--- src/qfv_pkg.sv ---
package qfv_pkg;

    localparam int MAX_POINTS_DEF = 64;
    localparam int SPAN_BITS_DEF  = 16;

    localparam int BIG_W   = 384;
    localparam int BCNT_W  = $clog2(BIG_W + 1);
    localparam int RF_AW   = 5;
    localparam int RF_DEPTH = 1 << RF_AW;
    localparam int PC_W    = 7;
    localparam int PROG_LEN = 77;
    localparam int OUT_W   = 64;

    typedef enum logic [2:0] {
        ST_OK   = 3'd0,
        ST_FEW  = 3'd1,
        ST_SING = 3'd2,
        ST_OVF  = 3'd3,
        ST_ZERO = 3'd4
    } status_t;

    typedef enum logic [3:0] {
        OP_CLR, OP_LDT, OP_LDY, OP_LD1, OP_ADD, OP_SUB, OP_MUL, OP_DIV,
        OP_VDIV, OP_ADDMIN, OP_CHKZ, OP_CHKN, OP_VSKIP, OP_NEXT, OP_OUT, OP_END
    } op_t;

    typedef enum logic [3:0] {
        E_IDLE, E_FETCH, E_RDB, E_EXEC, E_MUL, E_DIV, E_DIVFIN, E_WB, E_END
    } eng_state_t;

    typedef struct packed {
        op_t              opcode;
        logic [RF_AW-1:0] dst;
        logic [RF_AW-1:0] sa;
        logic [RF_AW-1:0] sb;
    } op_word_t;

    typedef struct packed {
        logic             valid;
        status_t          status;
        logic [OUT_W-1:0] coeff_const;
        logic [OUT_W-1:0] coeff_linear;
        logic [OUT_W-1:0] coeff_square;
        logic [OUT_W-1:0] vertex_x;
    } qfv_result_t;

    localparam logic [RF_AW-1:0] R_S0  = 5'd0;
    localparam logic [RF_AW-1:0] R_S1  = 5'd1;
    localparam logic [RF_AW-1:0] R_S2  = 5'd2;
    localparam logic [RF_AW-1:0] R_S3  = 5'd3;
    localparam logic [RF_AW-1:0] R_S4  = 5'd4;
    localparam logic [RF_AW-1:0] R_B0  = 5'd5;
    localparam logic [RF_AW-1:0] R_B1  = 5'd6;
    localparam logic [RF_AW-1:0] R_B2  = 5'd7;
    localparam logic [RF_AW-1:0] R_T   = 5'd8;
    localparam logic [RF_AW-1:0] R_Y   = 5'd9;
    localparam logic [RF_AW-1:0] R_TP  = 5'd10;
    localparam logic [RF_AW-1:0] R_M1  = 5'd11;
    localparam logic [RF_AW-1:0] R_M2  = 5'd12;
    localparam logic [RF_AW-1:0] R_C00 = 5'd13;
    localparam logic [RF_AW-1:0] R_C01 = 5'd14;
    localparam logic [RF_AW-1:0] R_C02 = 5'd15;
    localparam logic [RF_AW-1:0] R_C11 = 5'd16;
    localparam logic [RF_AW-1:0] R_C12 = 5'd17;
    localparam logic [RF_AW-1:0] R_C22 = 5'd18;
    localparam logic [RF_AW-1:0] R_DET = 5'd19;
    localparam logic [RF_AW-1:0] R_N0  = 5'd20;
    localparam logic [RF_AW-1:0] R_N1  = 5'd21;
    localparam logic [RF_AW-1:0] R_N2  = 5'd22;
    localparam logic [RF_AW-1:0] R_Q   = 5'd23;

    localparam logic [RF_AW-1:0] SLOT0 = 5'd0;
    localparam logic [RF_AW-1:0] SLOT1 = 5'd1;
    localparam logic [RF_AW-1:0] SLOT2 = 5'd2;
    localparam logic [RF_AW-1:0] SLOT3 = 5'd3;

    localparam logic [PC_W-1:0] PT_START  = 7'd8;
    localparam logic [PC_W-1:0] VSKIP_LEN = 7'd4;

    function automatic op_word_t mk(input op_t o, input logic [RF_AW-1:0] d,
                                    input logic [RF_AW-1:0] a, input logic [RF_AW-1:0] b);
        op_word_t w;
        w.opcode = o;
        w.dst    = d;
        w.sa     = a;
        w.sb     = b;
        return w;
    endfunction

    function automatic op_word_t prog_word(input logic [PC_W-1:0] pc);
        op_word_t w;
        case (pc)
            7'd0:  w = mk(OP_CLR, R_S0, R_S0, R_S0);
            7'd1:  w = mk(OP_CLR, R_S1, R_S0, R_S0);
            7'd2:  w = mk(OP_CLR, R_S2, R_S0, R_S0);
            7'd3:  w = mk(OP_CLR, R_S3, R_S0, R_S0);
            7'd4:  w = mk(OP_CLR, R_S4, R_S0, R_S0);
            7'd5:  w = mk(OP_CLR, R_B0, R_S0, R_S0);
            7'd6:  w = mk(OP_CLR, R_B1, R_S0, R_S0);
            7'd7:  w = mk(OP_CLR, R_B2, R_S0, R_S0);
            7'd8:  w = mk(OP_LDT, R_T, R_T, R_T);
            7'd9:  w = mk(OP_LDY, R_Y, R_Y, R_Y);
            7'd10: w = mk(OP_LD1, R_TP, R_TP, R_TP);
            7'd11: w = mk(OP_ADD, R_S0, R_S0, R_TP);
            7'd12: w = mk(OP_ADD, R_B0, R_B0, R_Y);
            7'd13: w = mk(OP_MUL, R_TP, R_TP, R_T);
            7'd14: w = mk(OP_ADD, R_S1, R_S1, R_TP);
            7'd15: w = mk(OP_MUL, R_M1, R_TP, R_Y);
            7'd16: w = mk(OP_ADD, R_B1, R_B1, R_M1);
            7'd17: w = mk(OP_MUL, R_TP, R_TP, R_T);
            7'd18: w = mk(OP_ADD, R_S2, R_S2, R_TP);
            7'd19: w = mk(OP_MUL, R_M1, R_TP, R_Y);
            7'd20: w = mk(OP_ADD, R_B2, R_B2, R_M1);
            7'd21: w = mk(OP_MUL, R_TP, R_TP, R_T);
            7'd22: w = mk(OP_ADD, R_S3, R_S3, R_TP);
            7'd23: w = mk(OP_MUL, R_TP, R_TP, R_T);
            7'd24: w = mk(OP_ADD, R_S4, R_S4, R_TP);
            7'd25: w = mk(OP_NEXT, R_S0, R_S0, R_S0);
            7'd26: w = mk(OP_MUL, R_M1, R_S2, R_S4);
            7'd27: w = mk(OP_MUL, R_M2, R_S3, R_S3);
            7'd28: w = mk(OP_SUB, R_C00, R_M1, R_M2);
            7'd29: w = mk(OP_MUL, R_M1, R_S3, R_S2);
            7'd30: w = mk(OP_MUL, R_M2, R_S1, R_S4);
            7'd31: w = mk(OP_SUB, R_C01, R_M1, R_M2);
            7'd32: w = mk(OP_MUL, R_M1, R_S1, R_S3);
            7'd33: w = mk(OP_MUL, R_M2, R_S2, R_S2);
            7'd34: w = mk(OP_SUB, R_C02, R_M1, R_M2);
            7'd35: w = mk(OP_MUL, R_M1, R_S0, R_S4);
            7'd36: w = mk(OP_MUL, R_M2, R_S2, R_S2);
            7'd37: w = mk(OP_SUB, R_C11, R_M1, R_M2);
            7'd38: w = mk(OP_MUL, R_M1, R_S1, R_S2);
            7'd39: w = mk(OP_MUL, R_M2, R_S0, R_S3);
            7'd40: w = mk(OP_SUB, R_C12, R_M1, R_M2);
            7'd41: w = mk(OP_MUL, R_M1, R_S0, R_S2);
            7'd42: w = mk(OP_MUL, R_M2, R_S1, R_S1);
            7'd43: w = mk(OP_SUB, R_C22, R_M1, R_M2);
            7'd44: w = mk(OP_MUL, R_M1, R_S0, R_C00);
            7'd45: w = mk(OP_MUL, R_M2, R_S1, R_C01);
            7'd46: w = mk(OP_ADD, R_DET, R_M1, R_M2);
            7'd47: w = mk(OP_MUL, R_M1, R_S2, R_C02);
            7'd48: w = mk(OP_ADD, R_DET, R_DET, R_M1);
            7'd49: w = mk(OP_CHKZ, R_DET, R_DET, R_DET);
            7'd50: w = mk(OP_MUL, R_M1, R_C00, R_B0);
            7'd51: w = mk(OP_MUL, R_M2, R_C01, R_B1);
            7'd52: w = mk(OP_ADD, R_N0, R_M1, R_M2);
            7'd53: w = mk(OP_MUL, R_M1, R_C02, R_B2);
            7'd54: w = mk(OP_ADD, R_N0, R_N0, R_M1);
            7'd55: w = mk(OP_MUL, R_M1, R_C01, R_B0);
            7'd56: w = mk(OP_MUL, R_M2, R_C11, R_B1);
            7'd57: w = mk(OP_ADD, R_N1, R_M1, R_M2);
            7'd58: w = mk(OP_MUL, R_M1, R_C12, R_B2);
            7'd59: w = mk(OP_ADD, R_N1, R_N1, R_M1);
            7'd60: w = mk(OP_MUL, R_M1, R_C02, R_B0);
            7'd61: w = mk(OP_MUL, R_M2, R_C12, R_B1);
            7'd62: w = mk(OP_ADD, R_N2, R_M1, R_M2);
            7'd63: w = mk(OP_MUL, R_M1, R_C22, R_B2);
            7'd64: w = mk(OP_ADD, R_N2, R_N2, R_M1);
            7'd65: w = mk(OP_DIV, R_Q, R_N0, R_DET);
            7'd66: w = mk(OP_OUT, SLOT0, R_Q, R_Q);
            7'd67: w = mk(OP_DIV, R_Q, R_N1, R_DET);
            7'd68: w = mk(OP_OUT, SLOT1, R_Q, R_Q);
            7'd69: w = mk(OP_DIV, R_Q, R_N2, R_DET);
            7'd70: w = mk(OP_OUT, SLOT2, R_Q, R_Q);
            7'd71: w = mk(OP_CHKN, R_N2, R_N2, R_N2);
            7'd72: w = mk(OP_VSKIP, R_Q, R_Q, R_Q);
            7'd73: w = mk(OP_VDIV, R_Q, R_N1, R_N2);
            7'd74: w = mk(OP_ADDMIN, R_Q, R_Q, R_Q);
            7'd75: w = mk(OP_OUT, SLOT3, R_Q, R_Q);
            default: w = mk(OP_END, R_Q, R_Q, R_Q);
        endcase
        return w;
    endfunction

    function automatic logic [BIG_W-1:0] big_abs(input logic [BIG_W-1:0] v);
        return v[BIG_W-1] ? (~v + 1'b1) : v;
    endfunction

    function automatic logic [OUT_W-1:0] sat64(input logic [BIG_W-1:0] v);
        logic all_same;
        all_same = (v[BIG_W-1:OUT_W-1] == '0) || (v[BIG_W-1:OUT_W-1] == '1);
        if (all_same) begin
            return v[OUT_W-1:0];
        end
        return v[BIG_W-1] ? {1'b1, {(OUT_W-1){1'b0}}} : {1'b0, {(OUT_W-1){1'b1}}};
    endfunction

endpackage

--- src/qfv_point_mem.sv ---
module qfv_point_mem #(
    parameter int MAX_POINTS = qfv_pkg::MAX_POINTS_DEF
) (
    input  logic                          aclk,
    input  logic                          wr_en,
    input  logic [$clog2(MAX_POINTS)-1:0] wr_addr,
    input  logic [31:0]                   wr_x,
    input  logic [31:0]                   wr_y,
    input  logic [$clog2(MAX_POINTS)-1:0] rd_addr,
    output logic [31:0]                   rd_x,
    output logic [31:0]                   rd_y
);

    logic [63:0] mem [MAX_POINTS];
    logic [63:0] rd_data_reg;

    always_ff @(posedge aclk) begin
        if (wr_en) begin
            mem[wr_addr] <= {wr_y, wr_x};
        end
        rd_data_reg <= mem[rd_addr];
    end

    assign rd_x = rd_data_reg[31:0];
    assign rd_y = rd_data_reg[63:32];

endmodule

--- config.mk ---
export PLATFORM = sky130hd
export DESIGN_NAME = qfv_point_mem
export DESIGN_NICKNAME = d
export VERILOG_FILES = /design/src/qfv_pkg.sv /design/src/qfv_point_mem.sv
export SDC_FILE = /design/constraint.sdc
export NUM_CORES = 2
export LEC_CHECK = 0
export BUFFER_PORTS_ARGS = -buffer_cell sky130_fd_sc_hd__buf_2
export CORE_ASPECT_RATIO = 1.4
export CORE_MARGIN = 2
export CORE_UTILIZATION = 60
export DETAILED_ROUTE_END_ITERATION = 16
export PLACE_DENSITY = 0.76
export SYNTH_ARGS = -nofsm -noshare
export SYNTH_HDL_FRONTEND = slang
export SYNTH_SLANG_ARGS = --single-unit
--- constraint.sdc ---
create_clock -name aclk -period 7 [get_ports aclk]
set_input_delay 0.7 -clock aclk [delete_from_list [all_inputs] [get_ports aclk]]
set_output_delay 0.7 -clock aclk [all_outputs]
set_load 0.02 [all_outputs]
# Word-level counts from Yosys, hierarchy flattened
# Memory sizes are Yosys's and may differ from the RTL's. A register that Yosys moved wholly into a read port is not among the register bits.
# Cells that the tools add are included.
[word_totals]
ff_bits = 0
ramBits = 4096
input_bits = 78
out_inout_bits = 64
wordCells = 3
mem_count = 1
[memory_table]
columns = ["name", "words", "word_bits", "rd", "rd_clocked_by_memory_dff", "write_ports", "line", "text"]
rows = [
  ["mem", 64, 64, 1, 1, 1, "qfv_point_mem.sv:14", "logic [63:0] mem [MAX_POINTS];"],
]
[classes]
n_mux = 2
[op_table]
columns = ["op", "count"]
rows = [
  ["1-bit two-way mux", 2],
]

# Logic depth before layout (Yosys ltp)
[logic_depth]
word_depth = 2
ltp_mapped = 9
ltp_nobuf = 5

# Worst setup path before layout
# No wires, ideal clock.
[synth_timing]
path_type = "input-to-reg"
from = "input port wr_addr[3]"
to = "memory mem[48][0] (enable)"
setup_ps = 564
arrival_ps = 5572
required_time_ps = 6436
setup_slack_ps = 864
stages = 4
n_path_buf = 1
cell_sequence = "clkbuf_1 nor2b_1 nand4b_1 nor3_1"
[synth_rtl]
columns = ["item", "line", "text"]
rows = [
  ["from (decl)", "qfv_point_mem.sv:6", "input logic [$clog2(MAX_POINTS)-1:0] wr_addr,"],
  ["to (decl)", "qfv_point_mem.sv:14", ""],
]
# Straight into the memory's write port.

==> results by group <==
Status
  • Status: finished clean

Critical path
  • CP Launch Type: primary input
  • Arr. time, crit path: 4210 ps
  • Capturing element type of the critical path: flip-flop
  • Critical Path, Cell by Cell: buf_8 > buf_12 > nor2_4 > buf_12 > a22oi_1 > and3_1 > a211oi_1
  • Required time at the worst-slack endpoint: 7770 ps
  • Slowest Stage Delay on Critical Path: 990 ps
  • Cell type of the slowest stage on the worst timing path: nor2_4
  • Critical path class: primary input to flip-flop
  • CP most frequent cell: buf_12
  • Peak fanout along the critical path: 123

Logic synthesis
  • Largest family of logic cells by synthesized area: multiplexers
  • Syn_nets: 6676
  • Synthesized-area fraction occupied by xor and xnor cells: 0%
  • Share of synthesized area occupied by flip-flops and latches: 79.5%
  • Avg Inst Size Synth: 23.7 µm²
  • Main synth FF type: edfxtp_1
  • Syn. warnings: 0
  • Post-synthesis compound-gate area fraction: 2.48%
  • Portion of netlist area occupied by mux cells: 15.6%
  • Count of flip-flops with a built-in enable after synthesis: 4096
  • Async set-or-reset flop fraction in the synthesized netlist: 0%
  • Post-synthesis share of cell area spent on and, or, nand and nor gates: 1.24%
  • Fraction of the mapped netlist area in adder cells: 0%
  • Count of distinct cell types in the synthesized netlist: 33
  • Combined area of all synthesized cells: 156000 µm²
  • Number of standard cells after synthesis: 6598
  • Post-synthesis sequential element count: 4160

Clock network
  • Number of H-tree branching levels: 5
  • Sinks on Clock Net: 4160
  • Clock transition at the registers of the reported paths: 60 ps
  • Number of buffers added to fix hold violations after cts: 0
  • CTS Root Buffer Type: clkbuf_16
  • Post-CTS Setup Repair Bufs: 0
  • Clock latency of the later-clocked register in the worst-skew pair: 900 ps
  • CTS tree: done
  • Post-cts sizing count: 0
  • Buffer levels on the longest clock path: 4
  • CTS Buf Count: 366

Layout
  • Layout net count: 7000
  • Area used by multi-input combinational logic: 30800 µm²
  • Area growth from synthesis to layout: 11.3%
  • Sequential cell area: 124000 µm²
  • Max FFs per register: 4096
  • Ratio of cells with drive above 1 in the final layout: 27.7%
  • Final Instance Area: 174000 µm²
  • Filler instances: 15100

Detailed routing
  • Vias per cell: 7.26
  • Wirelength, routed: 434000 µm
  • Number of antenna-violating nets in the routed design: 0
  • Met2 routed WL: 212000 µm
  • M1 WL: 138000 µm
  • Number of search-and-repair iterations in the first detailed-routing pass: 6
  • Average detailed-routed wire length per instance: 40.5 µm
  • Routed met3 length: 55600 µm
  • Top layer in use: met5
  • DRC violations left: 0
  • Via Count: 77700
  • Initial detailed-routing violation count: 12900

Floorplanning
  • Starting utilization of the core area: 60.3%
  • Vertical extent of the die: 608 µm
  • Top-Level Pins: 142
  • Die area: 265000 µm²
  • Number of placement rows: 221
  • Floorplan die width: 435 µm
  • Floorplan core area: 259000 µm²

Power and ir drop
  • Pwr dens: 290 nW/µm²
  • Worst vdd rail ir drop: 0.000260 V
  • Leakage Power: 54.1 nW

Timing
  • Worst Tran Pin Value: 1400 ps
  • Final setup TNS: 0 ps
  • Share of the clock period used by the worst path after layout: 49.2%
  • Worst clock skew on the final layout: 36.8 ps
  • Final Hold Fails: 0
  • Worst slew margin relative to its limit: 6.33%
  • Unrepaired setup endpoints after global routing: no
  • Final Max Tran Viols: 0
  • Shortest clock period the worst path allows after layout: 3450 ps
  • Max frequency: 290 MHz
  • Setup Viol. Count Final: 0

Global routing
  • First-pass GRT wire length: 604000 µm
  • Total overflow reported by the global router: 0
  • Vias in the first global route: 78300
  • Initial antenna violation count: 31
  • Overall routing resource usage: 32.9%
  • Maximum number of pins on one net before global-route repair: 130

Placement
  • Detailed placer's ending HPWL: 215000 µm
  • Routability-driven placement congestion ratio: 0.806
  • Post-Place Cell Area: 162000 µm²
  • Number of input and output port buffers inserted: 141

Hold path
  • Hold Path Class: primary input to flip-flop

Job
  • Max-Cap Viols: 0
==> cell type report <==
| class | instances | area share, % |
|---|---|---|
| Antenna cell | 26 | 0.0374 |
| Clock buffer | 461 | 5.64 |
| Clock inverter | 210 | 1.24 |
| Inverter | 19 | 0.0410 |
| Multi-Input combinational cell | 2049 | 17.7 |
| Sequential cell | 4160 | 71.4 |
| Tap cell | 3456 | 2.48 |
| Timing Repair Buffer | 326 | 1.49 |
==> where the power goes <==
| part | switching, mW | total (mW) | internal [mW] |
|---|---|---|---|
| sequential | 0.112 | 27.7 | 27.6 |
| clock | 8.99 | 20.4 | 11.4 |
| combinational | 1.51 | 2.35 | 0.847 |
| total | 10.6 | 50.4 | 39.8 |
==> critical path: cells and delay by family <==
kind,cells,cell delay (ps)
and+or+nand+nor,2,1250
buffers and inverters,3,1220
AOI/OAI and AO/OA,2,560
==> layout by cell type, fill, tap and decap left out, drive strengths merged, types with 19 or more instances in the layout <==
master,Yosys,layout
a211oi,63,63
a22o,88,88
a22oi,168,168
a2bb2oi,19,19
a41oi,26,26
and3,64,64
buf,230,326
bufinv,0,38
clkbuf,140,461
clkinv,0,143
dfxtp,64,64
diode,0,26
edfxtp,4096,4096
inv,19,30
mux2i,135,135
mux4,1024,1024
nand2,58,58
nand3,45,45
nor2,112,112
nor2b,28,28
o221ai,38,38
o22ai,83,83
or2,28,28
or3,29,29
==> through the flow <==
| step | worst slack [ps] | hold WS [ps] | std cells | util, % | total power, mW |
|---|---|---|---|---|---|
| floorplan | 864 | 788 | 6598 | - | 29.5 |
| global placement | 2840 | 809 | 10000 | 62.5 | 30.5 |
| detailed placement | 2910 | 815 | 10000 | 62.5 | 30.5 |
| CTS | 3830 | 457 | 10700 | 67.2 | 50.5 |
| global route | 3640 | 556 | 10700 | 67.2 | 51.5 |
| finish | 3550 | 516 | 10700 | 67.2 | 50.4 |
==> synth_stat cells (28+ instances only) <==
cell type	number	share of area, %
a211oi_1	63	0.30
a22o_1	88	0.49
a22oi_1	168	0.81
and3_1	64	0.26
buf_2	170	0.54
buf_4	34	0.16
clkbuf_1	140	0.34
dfxtp_1	64	0.82
edfxtp_1	4096	79
mux2i_1	135	0.86
mux4_2	1024	15
nand2_1	58	0.14
nand3_1	45	0.14
nor2_1	112	0.27
nor2b_1	28	0.11
o221ai_1	38	0.21
o22ai_1	83	0.33
or2_2	28	0.11
or3_1	29	0.12
==> worst paths after layout <==
| kind | from | end | slack (ps) | depth (start not counted) |
|---|---|---|---|---|
| worst min-delay path | wr_y[9] | mem[24][41] | 520 | 1 |
| worst min register to register | mem[54][18] | rd_data_reg[18] | 830 | 4 |
| worst max-delay path | rd_addr[2] | rd_data_reg[5] | 3550 | 7 |
| worst max register to register | mem[11][16] | rd_data_reg[16] | 4500 | 5 |
==> per-layer routing <==
layer | global-route usage, % | vias up
li1 | - | 29100
met1 | 42.4 | 40800
met2 | 52.8 | 6510
met3 | 7.52 | 1318
met4 | 17.8 | 16
met5 | 0 | -
==> kinds of logic (layout without fill, tap and decap cells) <==
family	count (synthesis)	after routing
AO/OA/AOI/OAI	504	504
multiplexers	1159	1159
flip-flops	4160	4160
other	0	26
AND/OR/NAND/NOR	386	386
buffers and inverters	389	1016
Note: power is estimated with default switching activity, not from simulation.
